==> src/rtl/twma_pkg.sv <==
`timescale 1ns / 1ps
// ----------------------------------------------------------------------------
// twma_pkg
// Shared register indexes and config width for the weighted moving average unit.
// ----------------------------------------------------------------------------
package twma_pkg;
	localparam logic REG_WINDOW_WIDTH = 1'b0;
	localparam logic REG_WEIGHT_MODE  = 1'b1;
	localparam int   CFG_BITS         = 6;
endpackage

==> src/rtl/twma_cell.sv <==
`timescale 1ns / 1ps
// ----------------------------------------------------------------------------
// twma_cell
// One history tap: holds a sample and passes it to the older neighbor on shift.
// ----------------------------------------------------------------------------
module twma_cell #(
	parameter int SAMPLE_BITS = 24
) (
	input  logic                   clk,
	input  logic                   shift,
	input  logic [SAMPLE_BITS-1:0] din,
	output logic [SAMPLE_BITS-1:0] dout
);
	logic [SAMPLE_BITS-1:0] val_q;
	always_ff @(posedge clk) begin
		if (shift) begin
			val_q <= din;
		end
	end
	assign dout = val_q;
endmodule

==> src/rtl/trailing_weighted_moving_average_unit.sv <==
`timescale 1ns / 1ps
// Per input beat: one history tap of the shared multiply-accumulate per cycle over the
// taps in play (at most W-1, W = effective window), then a one-bit-per-cycle restoring
// divider. Reset clears seen count and control state and sets config to width 5, mode 0.
// Throughput: one item at a time; next input taken once the result register
// is free. History cells are not reset.
// ----------------------------------------------------------------------------
// trailing_weighted_moving_average_unit
// Weighted trailing mean over a chain of history cells with serial divide.
// ----------------------------------------------------------------------------
module trailing_weighted_moving_average_unit #(
	parameter int MAX_WINDOW  = 32,
	parameter int SAMPLE_BITS = 24
) (
	input  logic                                   clk,
	input  logic                                   arst_n,
	input  logic                                   cfg_we,
	input  logic                                   cfg_index,
	input  logic [twma_pkg::CFG_BITS-1:0]          cfg_wdata,
	input  logic                                   s_tvalid,
	output logic                                   s_tready,
	input  logic [((SAMPLE_BITS+7)/8)*8-1:0]       s_tdata,  // sample
	input  logic                                   s_tlast,  // end_of_sequence
	output logic                                   m_tvalid,
	input  logic                                   m_tready,
	output logic [((SAMPLE_BITS+7)/8)*8-1:0]       m_tdata,  // smoothed
	output logic                                   m_tlast   // last_out
);
	import twma_pkg::*;

	localparam int DBITS = ((SAMPLE_BITS + 7) / 8) * 8;
	localparam int DEPTH = MAX_WINDOW - 1;
	localparam int WB    = $clog2(MAX_WINDOW + 1);
	localparam int CB    = $clog2(MAX_WINDOW);
	localparam int SB    = 2 * WB + 1;
	localparam int ACCB  = SAMPLE_BITS + SB + 1;
	localparam int MAGB  = ACCB;
	localparam int DCB   = $clog2(MAGB + 1);

	localparam logic [2:0] ST_IDLE = 3'd0;
	localparam logic [2:0] ST_MAC  = 3'd1;
	localparam logic [2:0] ST_PREP = 3'd2;
	localparam logic [2:0] ST_DIV  = 3'd3;
	localparam logic [2:0] ST_FIN  = 3'd4;

	logic [2:0]               state_q;
	logic [CFG_BITS-1:0]      width_q;
	logic                     mode_q;
	logic [CB-1:0]            seen_q;
	logic [SAMPLE_BITS-1:0]   x_q;
	logic                     last_q;
	logic [WB-1:0]            w_q;
	logic [CB-1:0]            k_q;
	logic [CB-1:0]            used_q;
	logic signed [ACCB-1:0]   acc_q;
	logic [SB-1:0]            wsum_q;
	logic [MAGB-1:0]          mag_q;
	logic [MAGB:0]            rem_q;
	logic [MAGB-1:0]          quo_q;
	logic [DCB-1:0]           dcnt_q;
	logic                     neg_q;
	logic [SAMPLE_BITS-1:0]   res_q;
	logic                     res_last_q;
	logic                     res_valid_q;

	logic                     accept;
	logic                     shift;
	logic [SAMPLE_BITS-1:0]   tap [DEPTH+1];
	logic [CFG_BITS-1:0]      wclip;
	logic [WB-1:0]            weff;
	logic [CB-1:0]            seen_lim;

	assign s_tready = (state_q == ST_IDLE) && !res_valid_q;
	assign accept   = s_tvalid && s_tready;
	// history moves only after the mean is done, so tap[1] is the newest older sample
	assign shift    = (state_q == ST_FIN) && !last_q;
	assign tap[0]   = x_q;

	for (genvar i = 0; i < DEPTH; i++) begin : g_cell
		twma_cell #(.SAMPLE_BITS(SAMPLE_BITS)) u_cell (
			.clk  (clk),
			.shift(shift),
			.din  (tap[i]),
			.dout (tap[i+1])
		);
	end

	always_comb begin
		wclip = (width_q == '0) ? CFG_BITS'(1) : width_q;
		if (32'(wclip) > MAX_WINDOW) begin
			weff = WB'(MAX_WINDOW);
		end else begin
			weff = WB'(wclip);
		end
		if (32'(seen_q) + 1 > 32'(weff)) begin
			seen_lim = CB'(weff - WB'(1));
		end else begin
			seen_lim = seen_q;
		end
	end

	logic signed [SAMPLE_BITS-1:0] tap_k;
	logic [WB-1:0]                 wk;
	logic signed [ACCB-1:0]        prod;
	logic [MAGB:0]                 trial;
	assign tap_k = signed'(tap[k_q + CB'(1)]);
	assign wk    = mode_q ? (w_q - WB'(k_q) - WB'(1)) : WB'(1);
	assign prod  = ACCB'(tap_k) * signed'({1'b0, wk});
	assign trial = {rem_q[MAGB-1:0], mag_q[MAGB-1]};

	always_ff @(posedge clk or negedge arst_n) begin
		if (!arst_n) begin
			state_q     <= ST_IDLE;
			width_q     <= CFG_BITS'(5);
			mode_q      <= 1'b0;
			seen_q      <= '0;
			res_valid_q <= 1'b0;
		end else begin
			if (cfg_we) begin
				case (cfg_index)
					REG_WINDOW_WIDTH: width_q <= cfg_wdata;
					REG_WEIGHT_MODE:  mode_q  <= cfg_wdata[0];
					default: ;
				endcase
			end
			if (m_tvalid && m_tready) begin
				res_valid_q <= 1'b0;
			end
			case (state_q)
				ST_IDLE: begin
					if (accept) begin
						state_q <= ST_MAC;
						if (s_tlast) begin
							seen_q <= '0;
						end else if (32'(seen_q) < DEPTH) begin
							seen_q <= seen_q + CB'(1);
						end
					end
				end
				ST_MAC: begin
					if (k_q == used_q) begin
						state_q <= ST_PREP;
					end
				end
				ST_PREP: state_q <= ST_DIV;
				ST_DIV: begin
					if (dcnt_q == DCB'(1)) begin
						state_q <= ST_FIN;
					end
				end
				ST_FIN: begin
					state_q     <= ST_IDLE;
					res_valid_q <= 1'b1;
				end
				default: state_q <= ST_IDLE;
			endcase
		end
	end

	always_ff @(posedge clk) begin
		case (state_q)
			ST_IDLE: begin
				if (accept) begin
					x_q    <= s_tdata[SAMPLE_BITS-1:0];
					last_q <= s_tlast;
					w_q    <= weff;
					used_q <= seen_lim;
					k_q    <= '0;
					acc_q  <= mode_q
						? ACCB'(signed'(s_tdata[SAMPLE_BITS-1:0])) * signed'({1'b0, weff})
						: ACCB'(signed'(s_tdata[SAMPLE_BITS-1:0]));
					wsum_q <= mode_q ? SB'(weff) : SB'(1);
				end
			end
			ST_MAC: begin
				if (k_q != used_q) begin
					acc_q  <= acc_q + prod;
					wsum_q <= wsum_q + SB'(wk);
				end
				k_q <= k_q + CB'(1);
			end
			ST_PREP: begin
				neg_q  <= acc_q[ACCB-1];
				mag_q  <= (acc_q[ACCB-1] ? MAGB'(-acc_q) : MAGB'(acc_q))
					+ MAGB'(wsum_q >> 1);
				rem_q  <= '0;
				dcnt_q <= DCB'(MAGB);
			end
			ST_DIV: begin
				if (trial >= (MAGB+1)'(wsum_q)) begin
					rem_q <= trial - (MAGB+1)'(wsum_q);
					quo_q <= {quo_q[MAGB-2:0], 1'b1};
				end else begin
					rem_q <= trial;
					quo_q <= {quo_q[MAGB-2:0], 1'b0};
				end
				mag_q  <= {mag_q[MAGB-2:0], 1'b0};
				dcnt_q <= dcnt_q - DCB'(1);
			end
			ST_FIN: begin
				res_q      <= neg_q ? SAMPLE_BITS'(-quo_q) : SAMPLE_BITS'(quo_q);
				res_last_q <= last_q;
			end
			default: ;
		endcase
	end

	assign m_tvalid = res_valid_q;
	assign m_tdata  = DBITS'(res_q);
	assign m_tlast  = res_last_q;

	a_no_accept_busy: assert property (@(posedge clk) disable iff (!arst_n)
		(state_q != ST_IDLE) |-> !s_tready)
		else $error("input taken while busy");
	a_used_bound: assert property (@(posedge clk) disable iff (!arst_n)
		(state_q == ST_MAC) |-> (32'(used_q) < 32'(w_q)))
		else $error("history use exceeds window");
	a_fin_valid: assert property (@(posedge clk) disable iff (!arst_n)
		(state_q == ST_FIN) |=> res_valid_q)
		else $error("result not posted");
	a_seen_clear: assert property (@(posedge clk) disable iff (!arst_n)
		(accept && s_tlast) |=> (seen_q == '0))
		else $error("history not cleared at end of sequence");
endmodule

==> config.mk <==
export PLATFORM = sky130hd
export DESIGN_NAME = trailing_weighted_moving_average_unit
export DESIGN_NICKNAME = d
export VERILOG_FILES = /design/src/rtl/twma_pkg.sv /design/src/rtl/twma_cell.sv /design/src/rtl/trailing_weighted_moving_average_unit.sv
export SDC_FILE = /design/constraint.sdc
export NUM_CORES = 2
export LEC_CHECK = 0
export ABC_AREA = 1
export CORE_MARGIN = 5
export CORE_UTILIZATION = 57
export DETAILED_ROUTE_END_ITERATION = 6
export DONT_BUFFER_PORTS = 1
export PLACE_DENSITY = 0.79
export SETUP_SLACK_MARGIN = 0.2
export SLEW_MARGIN = 30
export SYNTH_ARGS = -nofsm -noshare
export SYNTH_HDL_FRONTEND = slang
export SYNTH_HIERARCHICAL = 1
export SYNTH_SLANG_ARGS = --single-unit
==> constraint.sdc <==
create_clock -name clk -period 35.2 [get_ports clk]
set_clock_uncertainty 0.05 [all_clocks]
set_input_delay 7.04 -clock clk [delete_from_list [all_inputs] [get_ports clk]]
set_output_delay 7.04 -clock clk [all_outputs]
set_load 0.03 [all_outputs]
==> impl_results.md <==
- Status: finished, violations left
- Failing checks: DRC
- DRT antenna net count: 0
- Root buffer cell: clkbuf_16
- WL final: 134700 microns
- Flops & latches, synth: 984
- Max-slew violation count: 0
- Number of global-route vias before repair: 39227
- Relative slew slack: 30.44%
- Worst-Skew Late Latency: 0.70 ns
- # rows: 114
- RSZ-0062 raised after global routing: false
- TritonRoute pass-1 iters: 7
- CTS tree: yes
- Gate Count Post-Synth: 5432
- Synth area leaders: edfxtp_1 (52%), fa_1 (9.0%), nor2_1 (5.8%), o21ai_0 (4.9%), nand2_1 (4.5%)
- Met1 wire length: 55890 microns
- Setup TNS: 0 ns
- Gr usage total: 25.78%
- Initial antenna violation count: 2
- Residual DRC: 14
- Width of the die: 322.9 microns
- Synth warnings: 6
- Crit Path Max Fanout: 8
- Area post-placement: 56920 sq um
- Yosys top cell area share: 52.10%
- Placed cells: 6526
- Avg WL per Cell: 20.07 microns
- Most common cell in the netlist: edfxtp_1
- Place WS: 23.48 ns
- Top cells by count, synth: edfxtp_1 (968), nor2_1 (864), nand2_1 (670), inv_1 (613), o21ai_0 (545)
- CTS sink cnt: 984
- Crit end category: flop
- Area of the multi-input gates: 23030 sq um
- Mapped Nets: 5906
- Worst Hold Class: reg -> reg
- Final hold violation count: 0
- GRT overflow: 0
- FF+latch area: 29470 sq um
- Final #Nets: 5825
- Least-Margin Pin Slew: 1.037 ns
- Vias/cell: 5.957
- Seq/Total Area, Yosys: 52.82%
- Fmax: 90.06 MHz
- Worst endpoint data arrival time: 11.45 ns
- Critical Path RT: 35.55 ns
- First-pass GRT wire length: 216100 microns
- Port bufs: 0
- Top cell type by total area after synthesis: edfxtp_1
- Setup ws final: 24.10 ns
- CTS H-tree depth: 3
- Core Region: 96990 sq um
- Max_cap viols: 0
- Iter 0 DRT Violations: 4516
- Clock transition at path regs: 0.06 ns
- Kind of critical path: in -> reg
- Area grow syn2layout: 8.203%
- Met3 Wirelength: 9977 microns
- Design area: 60370 sq um
- Period utilisation layout: 31.55%
- Cell area after synthesis: 55790 sq um
- Startpoint Class: primary input
- CTS Hold Buffers Added: 0
- Fillers: 7598
- Final GP Congestion: 0.9753
- WL met2: 63430 microns
- Via count: 39971
- Share of layout cells above drive strength 1: 5.853%
- Initial Util: 57.52%
- Synthesized area per cell: 10.27 sq um
- Resized cells post-CTS: 0
- Largest net degree at the start of global routing: 245
- DR top layer: met4
- Crit path time final: 11.10 ns
- Number of flops mapped to enable cells by yosys: 968
- Synth cell types: 58
- Max Root-Sink Buffers: 3
- Dominant synthesized flop cell: edfxtp_1
- Share of flip-flops with an asynchronous set or reset: 1.626%
- Setup violators final: 0
- Setup bufs post-CTS: 0
- Die ar.: 104200 sq um
- CTS buffer count: 98
- Detailed placer's ending HPWL: 90870 microns
- I/O Pins: 64
- Non-filler instance count after layout: 6710
- Die height: 322.9 microns
-- cell type report --
| type | count | area share [%] |
|---|---|---|
| Tap cell | 1276 | 2.645 |
| Inverter | 639 | 4.002 |
| Clock buffer | 119 | 4.294 |
| Multi-Input combinational cell | 3583 | 38.15 |
| Timing Repair Buffer | 45 | 0.7399 |
| Antenna cell | 1 | 0.004145 |
| Sequential cell | 984 | 48.82 |
| Clock inverter | 63 | 1.353 |
-- critical path, cell delays in order --
cell     delay (ns)
inv_1          0.11
nor2_1         0.09
fa_1           0.58
fa_1           0.44
fa_1           0.55
inv_1          0.06
fa_1           0.53
inv_1          0.04
ha_1           0.35
inv_1          0.07
o21ai_0        0.29
a21oi_1        0.16
o21ai_1        0.35
nand2_1        0.09
nand2_1        0.14
nand4_1        0.16
nand2_1        0.11
nand2_1        0.06
nand3_2        0.14
nand3_1        0.11
-- cells by family after synthesis --
logic type,share of synthesized area (%)
buf+inv,6.073
xor+xnor,1.987
mux,0.06054
flops,52.82
compound gates,11.37
simple gates,14.50
fa+ha+maj,13.19
-- worst paths after layout --
check | depth (start not counted) | slack [ns] | endpoint | startpoint
worst max-delay path | 20 | 24.10 | acc_q[37] | s_tdata[4]
worst min-delay path | 0 | 0.36 | g_cell[5].u_cell/dout[20] | g_cell[4].u_cell/dout[20]
worst max register to register | 26 | 26.20 | acc_q[28] | k_q[0]
worst min register to register | 0 | 0.36 | g_cell[5].u_cell/dout[20] | g_cell[4].u_cell/dout[20]
max in group asynchronous | 0 | 28.92 | width_q[0] | arst_n
min in group asynchronous | 0 | 5.99 | seen_q[2] | arst_n
-- placed cells by master, fill, tap and decap left out, types with 14 or more instances in the layout --
| cell | n |
|---|---|
| dfrtp_1 | 14 |
| o211ai_1 | 60 |
| buf_4 | 34 |
| o21ai_0 | 545 |
| o22ai_1 | 55 |
| a21oi_1 | 185 |
| clkbuf_1 | 16 |
| fa_1 | 252 |
| xnor2_1 | 46 |
| nor2_1 | 863 |
| inv_2 | 24 |
| clkinv_1 | 17 |
| nor3_1 | 36 |
| clkbuf_16 | 99 |
| a31oi_1 | 14 |
| o221ai_1 | 141 |
| ha_1 | 184 |
| nand3_1 | 251 |
| nand2_1 | 669 |
| nand2_2 | 30 |
| edfxtp_1 | 968 |
| inv_1 | 611 |
| bufinv_16 | 14 |
| o21a_1 | 14 |
| xor2_1 | 74 |
| nand4_1 | 22 |
-- flip-flops by register name, summed over array words and instances (netlist names) --
| signal | flops |
|---|---|
| rem_q | 38 |
| acc_q | 38 |
| w_q | 6 |
| mode_q | 1 |
| g_cell.u_cell/dout | 744 |
| seen_q | 5 |
| used_q | 5 |
| dcnt_q | 6 |
| width_q | 6 |
| m_tlast | 1 |
| wsum_q | 13 |
| mag_q | 38 |
| x_q | 24 |
| m_tvalid | 1 |
| quo_q | 24 |
| k_q | 5 |
| last_q | 1 |
| neg_q | 1 |
| state_q | 3 |
| m_tdata | 24 |
-- metal layers --
layer	track usage (%)	up-vias
li1	-	18528
met1	35.80	19615
met2	41.61	1547
met3	4.311	281
met4	9.476	0
met5	0	-
-- per-stage QoR --
step / util [%] / hold WS (ns)
2_1_floorplan: - / 0.3706
4_1_cts: 62.20 / 0.3525
5_1_grt: 62.24 / 0.3668
3_5_place_dp: 58.69 / 0.3767
6_report: 62.24 / 0.3551
3_3_place_gp: 58.65 / 0.3726
Power is not shown: default switching activity piles up to over one toggle a cycle in this logic, so the estimate is an artifact.
